<file path="config.mk">
export PLATFORM = sky130hd
export DESIGN_NAME = ljpf_fmul
export DESIGN_NICKNAME = d
export VERILOG_FILES = /design/src/ljpf_pkg.sv /design/src/ljpf_fmul.sv
export SDC_FILE = /design/constraint.sdc
export NUM_CORES = 2
export LEC_CHECK = 0
export ABC_CLOCK_PERIOD_IN_PS = 10100
export BUFFER_PORTS_ARGS = -buffer_cell sky130_fd_sc_hd__buf_2
export CORE_MARGIN = 2
export CORE_UTILIZATION = 25
export DETAILED_ROUTE_END_ITERATION = 16
export PLACE_DENSITY = 0.46
export SYNTH_ARGS = -nofsm -noshare
export SYNTH_HDL_FRONTEND = slang
export SYNTH_SLANG_ARGS = --single-unit
export TNS_END_PERCENT = 50
</file>
<file path="constraint.sdc">
create_clock -name clock -period 10.1 [get_ports clock]
set_input_delay 0.505 -clock clock [delete_from_list [all_inputs] [get_ports clock]]
set_output_delay 0.505 -clock clock [all_outputs]
set_load 0.01 [all_outputs]
</file>
<file path="src/ljpf_pkg.sv">
// Shared constants and IEEE single helpers for the pair force accumulator.
// Used by the arithmetic units and the top level; depends on nothing.
`default_nettype none
package ljpf_pkg;

   localparam logic [1:0] CMD_WRITE_POS  = 2'd0;
   localparam logic [1:0] CMD_PAIR       = 2'd1;
   localparam logic [1:0] CMD_READ_FORCE = 2'd2;
   localparam logic [1:0] CMD_WRITE_COEF = 2'd3;

   localparam logic [1:0] ST_OK    = 2'd0;
   localparam logic [1:0] ST_ZERO  = 2'd1;
   localparam logic [1:0] ST_RANGE = 2'd2;

   localparam logic [31:0] FP_TWELVE     = 32'h4140_0000;
   localparam logic [31:0] FP_SIX        = 32'h40C0_0000;
   localparam logic [31:0] FP_DEFAULT_NAN = 32'hFFC0_0000;
   localparam logic [31:0] FP_QUIET_BIT  = 32'h0040_0000;

   typedef logic [31:0] fp_type;

   function automatic logic fp_is_nan(input fp_type v);
      fp_is_nan = (v[30:23] == 8'hFF) && (v[22:0] != 23'd0);
   endfunction

   function automatic logic fp_is_inf(input fp_type v);
      fp_is_inf = (v[30:23] == 8'hFF) && (v[22:0] == 23'd0);
   endfunction

   // leading zero count of a left-aligned 48-bit word (48 when all zero)
   function automatic logic [5:0] fp_lzc48(input logic [47:0] v);
      logic [5:0] n;
      n = 6'd48;
      for (int i = 0; i < 48; i++) begin
         if (v[i]) n = 6'(47 - i);
      end
      fp_lzc48 = n;
   endfunction

   // right shift keeping every lost bit in bit 0
   function automatic logic [26:0] fp_shr_sticky(input logic [26:0] v, input logic [7:0] n);
      logic [4:0]  s;
      logic [26:0] r;
      logic        lost;
      s = (n > 8'd27) ? 5'd27 : n[4:0];
      r = v >> s;
      lost = |(v & ((27'd1 << s) - 27'd1));
      fp_shr_sticky = {r[26:1], r[0] | lost};
   endfunction

   // mant[26] is the leading one of 1.x * 2^(be-127); bit 2 guard, bits 1:0 sticky
   function automatic fp_type fp_round(input logic sign, input logic signed [11:0] be,
                                       input logic [26:0] mant);
      logic signed [11:0] d;
      logic [7:0]         n;
      logic [26:0]        m2;
      logic [7:0]         e;
      logic               inc;
      logic [30:0]        mag;
      d = 12'sd1 - be;
      if (be >= 12'sd1) n = 8'd0;
      else if (d > 12'sd27) n = 8'd27;
      else n = d[7:0];
      m2 = fp_shr_sticky(mant, n);
      e = (be >= 12'sd1) ? be[7:0] : 8'd0;
      inc = m2[2] & (m2[3] | m2[1] | m2[0]);
      mag = {e, m2[25:3]} + 31'(inc);
      if (be > 12'sd254 || mag[30:23] == 8'hFF) fp_round = {sign, 8'hFF, 23'd0};
      else fp_round = {sign, mag};
   endfunction

endpackage
`default_nettype wire

</file>
<file path="src/ljpf_fmul.sv">
// Two-stage IEEE single multiplier, round to nearest even.
// Depends on ljpf_pkg.
`default_nettype none
module ljpf_fmul import ljpf_pkg::*; (
   input  wire logic   clock,
   input  wire logic   reset,
   input  wire logic   in_valid,
   input  wire fp_type a,
   input  wire fp_type b,
   output logic        out_valid,
   output fp_type      result
);

   logic        v1_ff, v2_ff;
   logic        spec_ff, spec_in;
   fp_type      spec_val_ff, spec_val_in;
   logic        sign_ff;
   logic [8:0]  exp_ff;
   logic [47:0] prod_ff;
   fp_type      res_ff, res_in;

   logic       sign_in;
   logic [7:0] ea, eb;
   logic       a_zero, b_zero;
   logic [5:0]  lz;
   logic [47:0] norm;
   logic signed [11:0] be;

   assign sign_in = a[31] ^ b[31];
   assign ea = (a[30:23] == 8'd0) ? 8'd1 : a[30:23];
   assign eb = (b[30:23] == 8'd0) ? 8'd1 : b[30:23];
   assign a_zero = (a[30:0] == 31'd0);
   assign b_zero = (b[30:0] == 31'd0);

   always_comb begin
      spec_in = 1'b1;
      spec_val_in = {sign_in, 31'd0};
      if (fp_is_nan(a)) spec_val_in = a | FP_QUIET_BIT;
      else if (fp_is_nan(b)) spec_val_in = b | FP_QUIET_BIT;
      else if ((fp_is_inf(a) && b_zero) || (a_zero && fp_is_inf(b)))
         spec_val_in = FP_DEFAULT_NAN;
      else if (fp_is_inf(a) || fp_is_inf(b)) spec_val_in = {sign_in, 8'hFF, 23'd0};
      else if (a_zero || b_zero) spec_val_in = {sign_in, 31'd0};
      else spec_in = 1'b0;
   end

   // biased exponent of the normalised product: ea + eb - 127 + 1 - lz
   assign lz = fp_lzc48(prod_ff);
   assign norm = prod_ff << lz;
   assign be = $signed({3'd0, exp_ff}) - 12'sd126 - $signed({6'd0, lz});
   assign res_in = spec_ff ? spec_val_ff
                           : fp_round(sign_ff, be, {norm[47:22], |norm[21:0]});

   always_ff @(posedge clock) begin
      if (reset) begin
         v1_ff <= 1'b0;
         v2_ff <= 1'b0;
      end else begin
         v1_ff <= in_valid;
         v2_ff <= v1_ff;
      end
      spec_ff <= spec_in;
      spec_val_ff <= spec_val_in;
      sign_ff <= sign_in;
      exp_ff <= {1'b0, ea} + {1'b0, eb};
      prod_ff <= {(a[30:23] != 8'd0), a[22:0]} * {(b[30:23] != 8'd0), b[22:0]};
      res_ff <= res_in;
   end

   assign out_valid = v2_ff;
   assign result = res_ff;

endmodule
`default_nettype wire

</file>
Word-level counts from Yosys, hierarchy flattened
Index checks and enable logic that the tools add are counted.
W data, S select, Z words.

storage, ports and cells
  flip-flop bits (word level) = 125
  output and inout port bits = 33

operators by class
  add/subtract/negate cells = 6
  shifts and indexed selects = 3
  multiply operators = 1
  bitwise operators = 6
  eq/ne operators = 3
  reductions and logical operators = 24
  $lt $le $gt $ge = 4
  muxes and demuxes = 61

operator list
  cell                     count
  $mux W6                  47
  $mux W32                 4
  $logic_not A31 Y1        2
  $mux W31                 2
  $mul A24 B24 Y48         1
  $shl A48 B6 Y48          1
  $logic_not A23 Y1        2
  $reduce_bool A23 Y1      2
  $mux W8                  5
  $add A31 B1 Y31          1
  $and A27 B27 Y27         1
  $reduce_or A27 Y1        1
  $shl A1 B5 Y27 const A   1
  $shr A27 B5 Y26          1
  $sub A27 B1 Y27 const B  1
  $eq A8 B8 Y1 const B     3
  $reduce_or A22 Y1        1
  $logic_not A8 Y1         2
  $reduce_bool A8 Y1       2
  $gt A12 B6 Y1 const B    1
  $sub A2 B11 Y12 const A  1
  $ge A11 B2 Y1 const B    1
  $gt A11 B9 Y1 const B    1
  $sub A10 B7 Y11          1
  other kinds (12)         23

Logic depth before layout (Yosys ltp)
  depth after elaboration = 67
  mapped depth = 39

Worst setup path after synthesis
No wires, ideal clock.

  kind = register -> register
  start point = register prod_ff[16]
  end point = register res_ff[13] (netlist: result[13])
  stages on the path, launching flop included = 36
  arrival time = 7.908 ns
  setup slack = 2.074 ns
  setup time = 0.117 ns
  cell sequence = dfxtp_1 buf_2 or3_1 or4_1 o22ai_2 o21a_1 buf_6 inv_4 buf_2 buf_1 buf_2 ha_1 fa_1 nand2b_1 a21oi_1 xnor2_1 nand4_1 or2_0 o31ai_2 a21oi_1 and3_1 clkbuf_1 nor3_1 a21oi_1 a211oi_1 o2111a_1 and2_1 ha_1 o211ai_1 nor4_2 nand4_2 o31a_1 nor3_2 nand4_2 buf_6 a32o_1

on the way
  cells in the longest elaborated chain, start to end = 51

RTL lines
  what                      RTL line         source
  start: declaration        ljpf_fmul.sv:19  logic [47:0] prod_ff;
  start signal: assignment  ljpf_fmul.sv:66  prod_ff <= {(a[30:23] != 8'd0), a[22:0]} * {(b[30:23] != 8'd0), b[22:0]};
  $mux W6 (32 in series)    ljpf_pkg.sv:35   if (v[i]) n = 6'(47 - i);
  $sub A10 B7 Y11           ljpf_fmul.sv:50  assign be = $signed({3'd0, exp_ff}) - 12'sd126 - $signed({6'd0, lz});
  $sub A2 B11 Y12           ljpf_pkg.sv:60   d = 12'sd1 - be;
  $gt A12 B6 Y1             ljpf_pkg.sv:62   else if (d > 12'sd27) n = 8'd27;
  $mux W8                   ljpf_pkg.sv:62
  $mux W8                   ljpf_pkg.sv:61   if (be >= 12'sd1) n = 8'd0;
  $gt A8 B5 Y1              ljpf_pkg.sv:45   s = (n > 8'd27) ? 5'd27 : n[4:0];
  $mux W5                   ljpf_pkg.sv:45
  (+5 left out)             --
  $or A1 B1 Y1              ljpf_pkg.sv:66   inc = m2[2] & (m2[3] | m2[1] | m2[0]);
  $and A1 B1 Y1             ljpf_pkg.sv:66
  $add A31 B1 Y31           ljpf_pkg.sv:67   mag = {e, m2[25:3]} + 31'(inc);
  $eq A8 B8 Y1              ljpf_pkg.sv:68   if (be > 12'sd254 || mag[30:23] == 8'hFF) fp_round = {sign, 8'hFF, 23'd0};
  $logic_or A1 B1 Y1        ljpf_pkg.sv:68
  $mux W31 *                ljpf_pkg.sv:68
  $mux W32 *                ljpf_fmul.sv:51  assign res_in = spec_ff ? spec_val_ff
  named net res_in[13]      ljpf_fmul.sv:20  fp_type res_ff, res_in;
  end signal: assignment    ljpf_fmul.sv:67  res_ff <= res_in;
  end: declaration          ljpf_fmul.sv:20

Mark *: on every way through the listed nets, which the timed path passes. The rest lies on a longest branch.
A chain may end at the register's enable or synchronous reset.

Worst setup path in the final report
  start point = register prod_ff[25]
  end point = register res_ff[1] (netlist: result[1])

on the way
  cells in the longest elaborated chain, start to end = 42

RTL lines
  what                    RTL line
  $mux W6 (23 in series)  ljpf_pkg.sv:35
  $sub A10 B7 Y11         ljpf_fmul.sv:50
  $sub A2 B11 Y12         ljpf_pkg.sv:60
  $gt A12 B6 Y1           ljpf_pkg.sv:62
  $mux W8                 ljpf_pkg.sv:62
  $mux W8                 ljpf_pkg.sv:61
  $gt A8 B5 Y1            ljpf_pkg.sv:45
  $mux W5                 ljpf_pkg.sv:45
  (+5 left out)           --
  $or A1 B1 Y1            ljpf_pkg.sv:66
  $and A1 B1 Y1           ljpf_pkg.sv:66
  $add A31 B1 Y31         ljpf_pkg.sv:67
  $eq A8 B8 Y1            ljpf_pkg.sv:68
  $logic_or A1 B1 Y1      ljpf_pkg.sv:68
  $mux W31 *              ljpf_pkg.sv:68
  $mux W32 *              ljpf_fmul.sv:51
  named net res_in[1]     ljpf_fmul.sv:20

Marked as above.

==> results.toml <==
[run_status]
status = "finished clean"

[logic_synthesis]
avgSynthCellArea_um2 = 8.22
synth_commonest_cells = "560 x nand2_1, 528 x inv_1, 484 x fa_1, 216 x and2_1, 204 x clkbuf_1"
synthCells = 3783
ys_async_sr_fraction_pct = 0
ys_warn_count = 0
synth_area_leaders = "fa_1 31%, dfxtp_1 8.1%, ha_1 7.8%"
yosysUniqueCellTypes = 117
ys_ff_latch = 125
synth_most_common_cell = "nand2_1"
synth_top_area_share_pct = 31.2
synth_enable_flop_cells = 0
synthesis.area_um2 = 31100
netlist.top_cell.by_area = "fa_1"
synth-seq-area-share_pct = 8.05
synth_ff_type = "dfxtp_1"
synth_nets = 4528

[layout]
drive_gt1_share_pct = 9.31
stdcell_area_um2 = 33800
area_growth_syn_to_layout_pct = 8.84
multi_input_area_um2 = 25400
nNetsFinal = 4469
fill_cells = 13500
n_antenna_cell = 0
ff_latch_area_um2 = 2500

[place]
gp_congestion = 0.968
pre_cts_slack_ns = 1.34
numPortBuffers = 99
hpwl_um = 92300
placement.cell_area_um2 = 33200

[floorplan]
core_area_um2 = 123000
start_util_pct = 25.2
die_h_um = 357
io_pins = 100
die_w_um = 357
die-area_um2 = 127000
num_rows = 129

[clock_network]
cts_root_buffer = "clkbuf_16"
cts_buffers = 17
ctsHoldBuffers = 0
cts_resized = 0
postCtsSetupRepairBufs = 0
clock_path_buffers = 2
cts.htree.levels = 4
insertion_delay_ns = 0.42
cts_tree = "done"
clkTransAtPathRegs_ns = 0.06
cts_num_sinks = 125

[worst_setup_path]
cp_slowest_cell = "nor4_1"
crit-reg2reg-launch = "prod_ff[25]$_DFF_P_"
crit_arrival_ns = 8.77
worstSetupPathType = "flop to flop"
reg2reg_slack_ns = 1.64
cpPeakStageDelay_ns = 0.69
cp.required_ns = 10.41
r2r-end = "result[1]$_DFF_P_"
end_kind = "flop"
crit_fanout = 23
ff2ff_path_depth = 29
worst_setup_path_start_kind = "flop"

[routing]
dr.pass1.iters = 8
dr.first_iter.drc_count = 2777
avgRoutedWirePerCell_um = 22.6
vias = 27700
ant_nets = 0
drc = 0
routed_wl_um = 122000
viasPerCell = 5.15

[timing]
fin_crit_sh_pct = 83.8
rsz0062_at_grt = "false"
tightest_slew_ns = 1.07
hold_violations = 0
setup_ws_ns = 1.64
timing.setup.tns_ns = 0
setup-violations-final = 0
skew_ns = 0.0129
max_clock_freq_ghz = 0.118
fin_crit_ns = 8.46
slew_headroom_pct = 28.3
drv_slew = 0

[global_routing]
antenna_found_initial = 6
grt_max_degree = 70
grt-ovfl-total = 0
grt_pass1_vias = 28100
track_usage_pct = 19.0
grt_pass1_wl_um = 185000

[hold_path]
min_path_type = "primary input to flop"
min_to = "out_valid$_SDFF_PP0_"
min_path_cells = 2
hp-start = "reset"

[job]
maxCapViolations = 0
per-layer routing:
metal	vias to the layer above	GRT usage, %	routed length [um]
met1	14000	27.5	56100
met2	1164	29.3	53200
met5	-	0.185	45
li1	12400	-	-
met4	10	4.86	3120
met3	162	2.88	9090
metrics by stage:
stage | cells | hold slack (ns) | utilization [%]
floorplan | 3783 | 0.414 | -
global placement | 5342 | 0.423 | 26.9
detailed placement | 5342 | 0.426 | 26.9
CTS | 5373 | 0.225 | 27.4
global route | 5373 | 0.233 | 27.4
finish | 5373 | 0.247 | 27.4
flip-flops by register name (all words and copies together) (netlist names):
signal / cells
prod_ff: 48
spec_val_ff: 32
exp_ff: 9
spec_ff: 1
sign_ff: 1
out_valid: 1
result: 32
v1_ff: 1
logic make-up (layout without fill, tap and decap cells):
| logic type | after synthesis | count (layout) | share of synthesized area [%] |
|---|---|---|---|
| DFF | 125 | 125 | 8.05 |
| adders and majority gates | 678 | 678 | 39.0 |
| xor gates and xnor gates | 97 | 97 | 2.73 |
| buffers and inverters | 798 | 751 | 10.3 |
| muxes | 129 | 129 | 4.32 |
| AOI/OAI and AO/OA | 664 | 664 | 15.2 |
| and+or+nand+nor | 1292 | 1292 | 20.4 |
worst max-delay path by stage:
stage	start	endpoint	slack [ns]	cells after the start
2_1_floorplan	prod_ff[16]$_DFF_P_	result[13]$_DFF_P_	2.07	35
3_3_place_gp	b[12]	prod_ff[46]$_DFF_P_	1.45	31
3_5_place_dp	b[3]	prod_ff[47]$_DFF_P_	1.34	28
4_1_cts	b[3]	prod_ff[47]$_DFF_P_	1.76	28
5_1_grt	b[3]	prod_ff[41]$_DFF_P_	1.12	27
6_report	prod_ff[25]$_DFF_P_	result[1]$_DFF_P_	1.64	29
worst max-delay path: cells and delay by family, from the launching register on:
kind | cells | cell delay [ns]
DFF | 1 | 0.41
AOI/OAI and AO/OA | 12 | 3.24
buffers and inverters | 3 | 0.65
and+or+nand+nor | 12 | 3.46
adders and majority gates | 2 | 0.58
area by class of cell:
type	instances	share of cell area (%)
repair buffers	189	3.57
clock inverters	14	0.684
multi-input cells	2860	75.1
clock buffers	17	1.26
flip-flops and latches	125	7.40
inverters	531	5.91
well taps	1637	6.05
layout by cell type (no fill, tap or decap), drive strengths merged, types with 38 or more instances in the layout:
cell type | synthesis | layout
a211oi | 38 | 38
a21oi | 174 | 174
and2 | 216 | 216
buf | 62 | 189
dfxtp | 125 | 125
fa | 484 | 484
ha | 194 | 194
inv | 531 | 536
mux2i | 101 | 101
nand2 | 560 | 560
nand3 | 64 | 64
nand4 | 43 | 43
nor2 | 162 | 162
nor3 | 79 | 79
nor4 | 40 | 40
o21ai | 96 | 96
xnor2 | 69 | 69
Power is not shown: default switching activity piles up to over one toggle a cycle in this logic, so the estimate is an artifact.
