### src/ljpf_pkg.sv
// Shared constants and IEEE single helpers for the pair force accumulator.
// Used by the arithmetic units and the top level; depends on nothing.
`default_nettype none
package ljpf_pkg;

   localparam logic [1:0] CMD_WRITE_POS  = 2'd0;
   localparam logic [1:0] CMD_PAIR       = 2'd1;
   localparam logic [1:0] CMD_READ_FORCE = 2'd2;
   localparam logic [1:0] CMD_WRITE_COEF = 2'd3;

   localparam logic [1:0] ST_OK    = 2'd0;
   localparam logic [1:0] ST_ZERO  = 2'd1;
   localparam logic [1:0] ST_RANGE = 2'd2;

   localparam logic [31:0] FP_TWELVE     = 32'h4140_0000;
   localparam logic [31:0] FP_SIX        = 32'h40C0_0000;
   localparam logic [31:0] FP_DEFAULT_NAN = 32'hFFC0_0000;
   localparam logic [31:0] FP_QUIET_BIT  = 32'h0040_0000;

   typedef logic [31:0] fp_type;

   function automatic logic fp_is_nan(input fp_type v);
      fp_is_nan = (v[30:23] == 8'hFF) && (v[22:0] != 23'd0);
   endfunction

   function automatic logic fp_is_inf(input fp_type v);
      fp_is_inf = (v[30:23] == 8'hFF) && (v[22:0] == 23'd0);
   endfunction

   // leading zero count of a left-aligned 48-bit word (48 when all zero)
   function automatic logic [5:0] fp_lzc48(input logic [47:0] v);
      logic [5:0] n;
      n = 6'd48;
      for (int i = 0; i < 48; i++) begin
         if (v[i]) n = 6'(47 - i);
      end
      fp_lzc48 = n;
   endfunction

   // right shift keeping every lost bit in bit 0
   function automatic logic [26:0] fp_shr_sticky(input logic [26:0] v, input logic [7:0] n);
      logic [4:0]  s;
      logic [26:0] r;
      logic        lost;
      s = (n > 8'd27) ? 5'd27 : n[4:0];
      r = v >> s;
      lost = |(v & ((27'd1 << s) - 27'd1));
      fp_shr_sticky = {r[26:1], r[0] | lost};
   endfunction

   // mant[26] is the leading one of 1.x * 2^(be-127); bit 2 guard, bits 1:0 sticky
   function automatic fp_type fp_round(input logic sign, input logic signed [11:0] be,
                                       input logic [26:0] mant);
      logic signed [11:0] d;
      logic [7:0]         n;
      logic [26:0]        m2;
      logic [7:0]         e;
      logic               inc;
      logic [30:0]        mag;
      d = 12'sd1 - be;
      if (be >= 12'sd1) n = 8'd0;
      else if (d > 12'sd27) n = 8'd27;
      else n = d[7:0];
      m2 = fp_shr_sticky(mant, n);
      e = (be >= 12'sd1) ? be[7:0] : 8'd0;
      inc = m2[2] & (m2[3] | m2[1] | m2[0]);
      mag = {e, m2[25:3]} + 31'(inc);
      if (be > 12'sd254 || mag[30:23] == 8'hFF) fp_round = {sign, 8'hFF, 23'd0};
      else fp_round = {sign, mag};
   endfunction

endpackage
`default_nettype wire

### src/ljpf_fadd.sv
// Two-stage IEEE single adder and subtracter, round to nearest even.
// Depends on ljpf_pkg.
`default_nettype none
module ljpf_fadd import ljpf_pkg::*; (
   input  wire logic   clock,
   input  wire logic   reset,
   input  wire logic   in_valid,
   input  wire logic   sub,
   input  wire fp_type a,
   input  wire fp_type b,
   output logic        out_valid,
   output fp_type      result
);

   logic        v1_ff, v2_ff;
   logic        spec_ff, spec_in;
   fp_type      spec_val_ff, spec_val_in;
   logic        sign_ff, sign_in;
   logic [7:0]  exp_ff;
   logic [27:0] sum_ff, sum_in;
   fp_type      res_ff, res_in;

   fp_type      bb, big, sml;
   logic [7:0]  eb_big, eb_sml;
   logic [26:0] m_big, m_sml;
   logic [5:0]  lz;
   logic [26:0] norm;

   assign bb = {b[31] ^ sub, b[30:0]};

   always_comb begin
      spec_in = 1'b1;
      spec_val_in = a;
      if (fp_is_nan(a)) spec_val_in = a | FP_QUIET_BIT;
      else if (fp_is_nan(b)) spec_val_in = b | FP_QUIET_BIT;
      else if (fp_is_inf(a) && fp_is_inf(bb) && (a[31] != bb[31]))
         spec_val_in = FP_DEFAULT_NAN;
      else if (fp_is_inf(a)) spec_val_in = a;
      else if (fp_is_inf(bb)) spec_val_in = bb;
      else spec_in = 1'b0;
   end

   always_comb begin
      if (bb[30:0] > a[30:0]) begin
         big = bb;
         sml = a;
      end else begin
         big = a;
         sml = bb;
      end
      eb_big = (big[30:23] == 8'd0) ? 8'd1 : big[30:23];
      eb_sml = (sml[30:23] == 8'd0) ? 8'd1 : sml[30:23];
      m_big = {(big[30:23] != 8'd0), big[22:0], 3'd0};
      m_sml = fp_shr_sticky({(sml[30:23] != 8'd0), sml[22:0], 3'd0}, eb_big - eb_sml);
      if (big[31] == sml[31]) sum_in = {1'b0, m_big} + {1'b0, m_sml};
      else sum_in = {1'b0, m_big} - {1'b0, m_sml};
      // exact zero takes plus unless both addends, b after the sub sign flip, are minus
      sign_in = (sum_in == 28'd0) ? (a[31] & bb[31]) : big[31];
   end

   assign lz = fp_lzc48({sum_ff[26:0], 21'd0});
   assign norm = sum_ff[26:0] << lz;

   always_comb begin
      if (spec_ff) res_in = spec_val_ff;
      else if (sum_ff == 28'd0) res_in = {sign_ff, 31'd0};
      else if (sum_ff[27])
         res_in = fp_round(sign_ff, $signed({4'd0, exp_ff}) + 12'sd1,
                           {sum_ff[27:2], |sum_ff[1:0]});
      else res_in = fp_round(sign_ff, $signed({4'd0, exp_ff}) - $signed({6'd0, lz}), norm);
   end

   always_ff @(posedge clock) begin
      if (reset) begin
         v1_ff <= 1'b0;
         v2_ff <= 1'b0;
      end else begin
         v1_ff <= in_valid;
         v2_ff <= v1_ff;
      end
      spec_ff <= spec_in;
      spec_val_ff <= spec_val_in;
      sign_ff <= sign_in;
      exp_ff <= eb_big;
      sum_ff <= sum_in;
      res_ff <= res_in;
   end

   assign out_valid = v2_ff;
   assign result = res_ff;

endmodule
`default_nettype wire

### config.mk
export PLATFORM = sky130hd
export DESIGN_NAME = ljpf_fadd
export DESIGN_NICKNAME = d
export VERILOG_FILES = /design/src/ljpf_pkg.sv /design/src/ljpf_fadd.sv
export SDC_FILE = /design/constraint.sdc
export NUM_CORES = 1
export LEC_CHECK = 0
export ABC_AREA = 1
export ABC_CLOCK_PERIOD_IN_PS = 11170
export BUFFER_PORTS_ARGS = -buffer_cell sky130_fd_sc_hd__buf_4
export CAP_MARGIN = 20
export CORE_MARGIN = 2
export CORE_UTILIZATION = 64
export CTS_CLUSTER_SIZE = 40
export DETAILED_ROUTE_END_ITERATION = 16
export PLACE_DENSITY = 0.88
export SYNTH_ARGS = -nofsm -noshare
export SYNTH_HDL_FRONTEND = slang
export SYNTH_SLANG_ARGS = --single-unit
### constraint.sdc
create_clock -name clock -period 11.17 [get_ports clock]
set_clock_uncertainty 0.15 [all_clocks]
set_input_delay 1.117 -clock clock [delete_from_list [all_inputs] [get_ports clock]]
set_output_delay 1.117 -clock clock [all_outputs]
set_load 0.01 [all_outputs]
**Word-level counts from Yosys, hierarchy flattened**

Index checks and enable logic that the tools add are counted.

- Register bits after elaboration: 104
- Bits of input ports: 68
- Output and inout port bits: 33
- Word-level logic and storage cells: 141

- $add $sub $neg: 12
- $lt $le $gt $ge: 10
- Equal/unequal tests: 6
- Shift-type cells: 7
- Multiplexer cells: 59
- Bitwise logic cells: 14
- Reductions and logical operators: 24

Operator list:

| operator | number |
|---|---|
| 2-to-1 mux 32 bit | 8 |
| 2-to-1 mux 6 bit | 27 |
| 2-to-1 mux 31 bit | 4 |
| 2-to-1 mux 8 bit | 14 |
| AND 27 bit | 3 |
| OR reduction 27 bit | 3 |
| left shift 1 x 5 -> 27 bit, first input constant | 3 |
| subtractor 27 x 1 -> 27 bit, second input constant | 3 |
| adder 31 x 1 -> 31 bit | 2 |
| zero test 28 bit | 2 |
| >> shifter 27 x 5 -> 26 bit | 2 |
| zero test 23 bit | 2 |
| nonzero test 23 bit | 2 |
| equality test 8 bit, second input constant | 4 |
| greater-than comparator 31 bit | 1 |
| adder 27 x 27 -> 28 bit | 1 |
| 2-to-1 mux 28 bit | 1 |
| subtractor 27 x 27 -> 28 bit | 1 |
| left shift 27 x 6 -> 27 bit | 1 |
| >> shifter 27 x 5 -> 27 bit | 1 |
| greater-than comparator 8 x 5 -> 1 bit, second input constant | 3 |
| greater-than comparator 10 x 6 -> 1 bit, second input constant | 2 |
| zero test 8 bit | 2 |
| nonzero test 8 bit | 2 |
| 21 further kinds | 38 |

**Depth between registers and ports, before layout**

- Depth after elaboration: 51
- Mapped depth: 75
- Gate-level depth less buffers: 72

**Worst setup path after synthesis**

No wires, ideal clock.

- Path type: input -> register
- Start point: in a[16]
- End point: reg sign_ff
- Library setup time: 0.112 ns
- Data arrival time: 9.649 ns
- Data required time: 10.908 ns
- Setup slack: 1.259 ns
- Stages on the path: 67
- Buffers on the path: 5
- Cell sequence: inv_1 > ha_1 > a21oi_1 > nor2_1 > a211oi_1 > o31a_1 > o21ai_0 > o21ai_0 > o2111ai_1 > nand2_1 > clkbuf_1 > clkbuf_1 > clkbuf_1 > nand2_1 > o21ai_0 > nor2_1 > nand4_1 > nand2_1 > [... 31 more ...] > nand3_1 > nand2_1 > nand3_1 > nand2_1 > nand3_1 > nand2_1 > nand3_1 > nand2_1 > nand4_1 > a22oi_1 > nand3b_1 > and2_1 > nor2_1 > nand3_1 > nor2_1 > nand2_1 > nand2_1 > nand2_1

- Cells in the longest elaborated chain, start to end: 16
- Elaborated cells on any way between the ends: 24
- Those cells by class: 4 x add/sub; 2 x order compare; 1 x eq/ne; 2 x shift; 7 x mux; 2 x bitwise; 6 x reduce/logical

RTL lines:

| item | line | RTL |
|---|---|---|
| start, declared | ljpf_fadd.sv:9 | `input wire fp_type a,` |
| greater-than comparator 31 bit * | ljpf_fadd.sv:44 | `if (bb[30:0] > a[30:0]) begin` |
| 2-to-1 mux 32 bit * | ljpf_fadd.sv:44 |  |
| zero test 8 bit | ljpf_fadd.sv:51 | `eb_big = (big[30:23] == 8'd0) ? 8'd1 : big[30:23];` |
| 2-to-1 mux 8 bit * | ljpf_fadd.sv:51 |  |
| via eb_big[5] | ljpf_fadd.sv:24 | `logic [7:0] eb_big, eb_sml;` |
| subtractor 8 bit * | ljpf_fadd.sv:54 | `m_sml = fp_shr_sticky({(sml[30:23] != 8'd0), sml[22:0], 3'd0}, eb_big - eb_sml);` |
| greater-than comparator 8 x 5 -> 1 bit * | ljpf_pkg.sv:45 | `s = (n > 8'd27) ? 5'd27 : n[4:0];` |
| 2-to-1 mux 5 bit * | ljpf_pkg.sv:45 |  |
| [... 3 more ...] | n/a |  |
| OR reduction 27 bit | ljpf_pkg.sv:47 | `lost = \|(v & ((27'd1 << s) - 27'd1));` |
| bitwise OR 1 bit | ljpf_pkg.sv:48 | `fp_shr_sticky = {r[26:1], r[0] \| lost};` |
| subtractor 27 x 27 -> 28 bit or adder 27 x 27 -> 28 bit (tied branches) | ljpf_fadd.sv:56, ljpf_fadd.sv:55 |  |
| 2-to-1 mux 28 bit * | ljpf_fadd.sv:55 | `if (big[31] == sml[31]) sum_in = {1'b0, m_big} + {1'b0, m_sml};` |
| via sum_in[26] | ljpf_fadd.sv:20 | `logic [27:0] sum_ff, sum_in;` |
| zero test 28 bit * | ljpf_fadd.sv:58 | `sign_in = (sum_in == 28'd0) ? (a[31] & bb[31]) : big[31];` |
| 2-to-1 mux 1 bit * | ljpf_fadd.sv:58 |  |
| via sign_in | ljpf_fadd.sv:18 | `logic sign_ff, sign_in;` |
| end signal, assigned | ljpf_fadd.sv:83 | `sign_ff <= sign_in;` |
| end, declared | ljpf_fadd.sv:18 |  |

Mark *: on every way through the listed nets, which the timed path passes. The rest lies on a longest branch.
A chain may end at the register's enable or synchronous reset.

**Worst setup path in the final report**

- Start point: in a[16]
- End point: reg sign_ff

- Cells in the longest elaborated chain, start to end: 16
- Elaborated cells on any way between the ends: 24
- Those cells by class: 4 x add/sub; 2 x order compare; 1 x eq/ne; 2 x shift; 7 x mux; 2 x bitwise; 6 x reduce/logical

RTL lines:

| item | line |
|---|---|
| greater-than comparator 31 bit * | ljpf_fadd.sv:44 |
| 2-to-1 mux 32 bit * | ljpf_fadd.sv:44 |
| zero test 8 bit | ljpf_fadd.sv:51 |
| 2-to-1 mux 8 bit * | ljpf_fadd.sv:51 |
| via eb_big[2] | ljpf_fadd.sv:24 |
| subtractor 8 bit * | ljpf_fadd.sv:54 |
| greater-than comparator 8 x 5 -> 1 bit | ljpf_pkg.sv:45 |
| 2-to-1 mux 5 bit * | ljpf_pkg.sv:45 |
| [... 2 more ...] | n/a |
| AND 27 bit | ljpf_pkg.sv:47 |
| OR reduction 27 bit | ljpf_pkg.sv:47 |
| bitwise OR 1 bit | ljpf_pkg.sv:48 |
| subtractor 27 x 27 -> 28 bit or adder 27 x 27 -> 28 bit (tied branches) | ljpf_fadd.sv:56, ljpf_fadd.sv:55 |
| 2-to-1 mux 28 bit * | ljpf_fadd.sv:55 |
| zero test 28 bit * | ljpf_fadd.sv:58 |
| 2-to-1 mux 1 bit * | ljpf_fadd.sv:58 |
| via sign_in | ljpf_fadd.sv:18 |

Marks and branches as above.

==> implementation parameters <==
Parameter                              Value

Run status
  Run status    finished, final reports clean

Worst setup path
  Delay contributed by the slowest stage of the critical path    0.41 ns
  Endpoint kind of the worst setup timing path    flip-flop
  Number of buffer and inverter instances along the worst setup path    10
  Most frequent cell on the critical path    sky130_fd_sc_hd__nand2_1
  Critical path's top delay family    simple AND/OR/NAND/NOR gates
  Launch point of the worst reg-to-reg path    sum_ff[2]$_DFF_P_
  Class of the most critical setup path    in -> reg
  Start point of the critical path    a[16]
  Largest driver fanout on the critical path    21
  Slowest library cell on the worst path    sky130_fd_sc_hd__fa_1
  Critical path launch point type    primary input
  Required @ worst endpoint    11.26 ns
  Data arrival time at the worst-slack endpoint    10.49 ns

STA
  Worst-case hold slack    0.259 ns
  Post-route minimum period    10.40 ns
  Final setup TNS    0 ns
  Number of hold-slack violations in the final timing report    0
  Final Slew Violations    0
  Final setup violation count    0
  Final worst-path cycle share    93.1%
  Highest clock frequency the design can meet    96.1 MHz
  Worst slew slack as a fraction of its limit    24.8%
  Slew at the pin closest to its max-slew limit    1.12 ns
  Worst Slack Setup Final    0.766 ns

Power and ir drop
  Leakage    9.59 nW
  Switching power summed over all nets    0.00264 W
  Design Power    0.00437 W
  Power per standard cell area    233 nW/µm²
  Fraction of power consumed by the clock network    7.9%
  Internal power    0.00173 W
  Logic gate share of total power    78.7%
  Reg power frac    13.4%
  Maximum resistive drop on vdd    0.148 mV
  Fraction of power spent switching nets    60.5%

Synthesis
  Share of synthesized flip-flops with an asynchronous set or reset    0%
  Number of flops mapped to enable cells by yosys    0
  Library cells used by synthesis    75
  Yosys reg bits    104
  Top post-synthesis cells by count    894 x sky130_fd_sc_hd__nand2_1, 458 x sky130_fd_sc_hd__nand3_1, 367 x sky130_fd_sc_hd__inv_1
  Portion of the post-synthesis area used by sequential elements    11.9%
  Portion of synthesized cell area occupied by the leading cell type    19.2%
  Main synth FF type    sky130_fd_sc_hd__dfxtp_1
  Synth area leaders    sky130_fd_sc_hd__nand2_1 19%, sky130_fd_sc_hd__nand3_1 13%, sky130_fd_sc_hd__dfxtp_1 12%, sky130_fd_sc_hd__inv_1 7.9%, sky130_fd_sc_hd__ha_1 7.4%
  Cell accounting for the most synthesized area    sky130_fd_sc_hd__nand2_1
  Most frequent cell after synthesis    sky130_fd_sc_hd__nand2_1
  Mean instance size in the synthesized netlist    5.50 µm²
  Combined area of all synthesized cells    17,500 µm²
  Cell count after synthesis    3,179
  Yosys warns    0
  Net count of the mapped netlist    3,354

Clocking
  Clock root buffer    sky130_fd_sc_hd__clkbuf_16
  Hold buffers post-CTS    0
  Clock sink count    104
  TritonCTS Buffers    9
  H-tree levels    3
  Clock latency on the worst-skew pair    0.35 ns
  Maximum root-to-sink buffer count    2
  CTS clk-pin slew, worst paths    0.08 ns
  CTS tree    built

Placed design
  Placed cell area    18,300 µm²
  Detailed placement HPWL    53.3 mm
  Worst setup slack after placement    0.334 ns
  Final weighted congestion of routability-driven global placement    1.08
  IO buf count    100

Min path
  Hold Path Class    reg -> reg
  Origin of the worst min-delay path    v1_ff$_SDFF_PP0_

Global route
  Largest net degree at the start of global routing    55
  Total global-route track usage    45.2%
  Grt total ovfl    0
  Global-route wire length before repair    104 mm
  Number of antenna violations at the first check in global routing    0
  Via count of the first global-routing pass    20,500

Finish
  Fraction of final layout cells sized beyond drive strength 1    8.95%
  Layout net count    3,376
  Number of diodes added for antenna fixing    0
  Synth-to-layout area growth    7.13%
  Final std cell area, no fill    18,700 µm²

Detailed routing
  Ratio of routed vias to standard cells    6.43
  Routed wire length per instance    19.1 µm
  Initial detailed-routing violation count    3,597
  Total vias in the final route    22,800
  Number of iterations in the first detailed-routing pass    9
  Total Routed Length    67.9 mm
  ANT nets after route    0
  Detailed-route DRC error count    0

Die
  Site Rows    60
  Number of I/O pins    101
  Area inside the core boundary    26,900 µm²
  Area of the die    28,700 µm²
  Floorplan die height    169 µm
  DIE WIDTH    169 µm
  Initial Util    65.1%

Job
  Number of max-cap violations    0
final cells by class:
class | instances | area (µm²)
Sequential cell | 104 | 2080
Clock buffer | 10 | 239
Clock inverter | 6 | 85.1
Timing Repair Buffer | 133 | 998
Multi-Input combinational cell | 2557 | 13400
Inverter | 396 | 1490
Fill cell | 2522 | 8140
Tap cell | 341 | 427
cell usage in the layout (no fill, tap or decap), types with 63 or more instances in the layout:
master                      n
sky130_fd_sc_hd__o21ai_0  182
sky130_fd_sc_hd__inv_1    367
sky130_fd_sc_hd__a21oi_1  146
sky130_fd_sc_hd__nand4_1   63
sky130_fd_sc_hd__nor2_1   277
sky130_fd_sc_hd__buf_4    133
sky130_fd_sc_hd__nand3_1  458
sky130_fd_sc_hd__xor2_1    66
sky130_fd_sc_hd__ha_1     104
sky130_fd_sc_hd__nand2_1  891
sky130_fd_sc_hd__dfxtp_1  104
worst min-delay path, cell delays in order (launching register included):
cell	delay [ns]
sky130_fd_sc_hd__dfxtp_1	0.31
sky130_fd_sc_hd__inv_1	0.04
sky130_fd_sc_hd__nor2_1	0.03
through the flow:
stage	util, %	cells
6_report	69.7	3547
5_1_grt	69.7	3547
4_1_cts	69.3	3540
3_5_place_dp	68.1	3524
3_3_place_gp	68.1	3524
2_1_floorplan	-	3179
power by group through the flow:
stage / clock network [W] / logic, W / registers [W]
2_1_floorplan: 0 / 0.00228 / 0.000580
3_3_place_gp: 0 / 0.00318 / 0.000581
3_5_place_dp: 0 / 0.00322 / 0.000583
4_1_cts: 0.000341 / 0.00325 / 0.000575
5_1_grt: 0.000355 / 0.00372 / 0.000590
6_report: 0.000344 / 0.00344 / 0.000584
state kept, by name (all words and copies together) (netlist names):
signal	flops
sum_ff	28
result	32
out_valid	1
v1_ff	1
sign_ff	1
spec_val_ff	32
spec_ff	1
exp_ff	8
worst paths after layout:
path                               end  slack [ns]  cells after the start
hold / removal    out_valid$_SDFF_PP0_        0.26                      2
setup / recovery       sign_ff$_DFF_P_        0.77                     66
hold reg to reg   out_valid$_SDFF_PP0_        0.26                      2
setup reg to reg     result[0]$_DFF_P_        1.89                     60
timing repair:
item                       in CTS  in global routing
setup buffers                   0                  4
setup endpoints to repair       0                  5
gates resized for setup         0                 23
cell families (layout without fill, tap and decap cells):
| family | Yosys count | count (layout) | synth area share (%) |
|---|---|---|---|
| AND/OR/NAND/NOR | 1864 | 1867 | 47.4 |
| buffers and inverters | 521 | 545 | 11.9 |
| multiplexers | 8 | 8 | 0.487 |
| XOR/XNOR | 90 | 90 | 4.55 |
| flip-flops | 104 | 104 | 11.9 |
| adder cells (fa/ha/maj) | 107 | 107 | 7.78 |
| AO/OA/AOI/OAI | 485 | 485 | 16.0 |
metal layers:
layer,global-route usage (%),routed length [µm],vias to the layer above,part of all wire (%)
li1,-,-,10600,-
met1,53.5,24100,10100,36
met2,74.3,30000,1684,44
met3,6.32,7440,461,11
met4,33.9,6340,0,9.3
met5,0,0,-,0
Power figures use the tool's default switching activity.
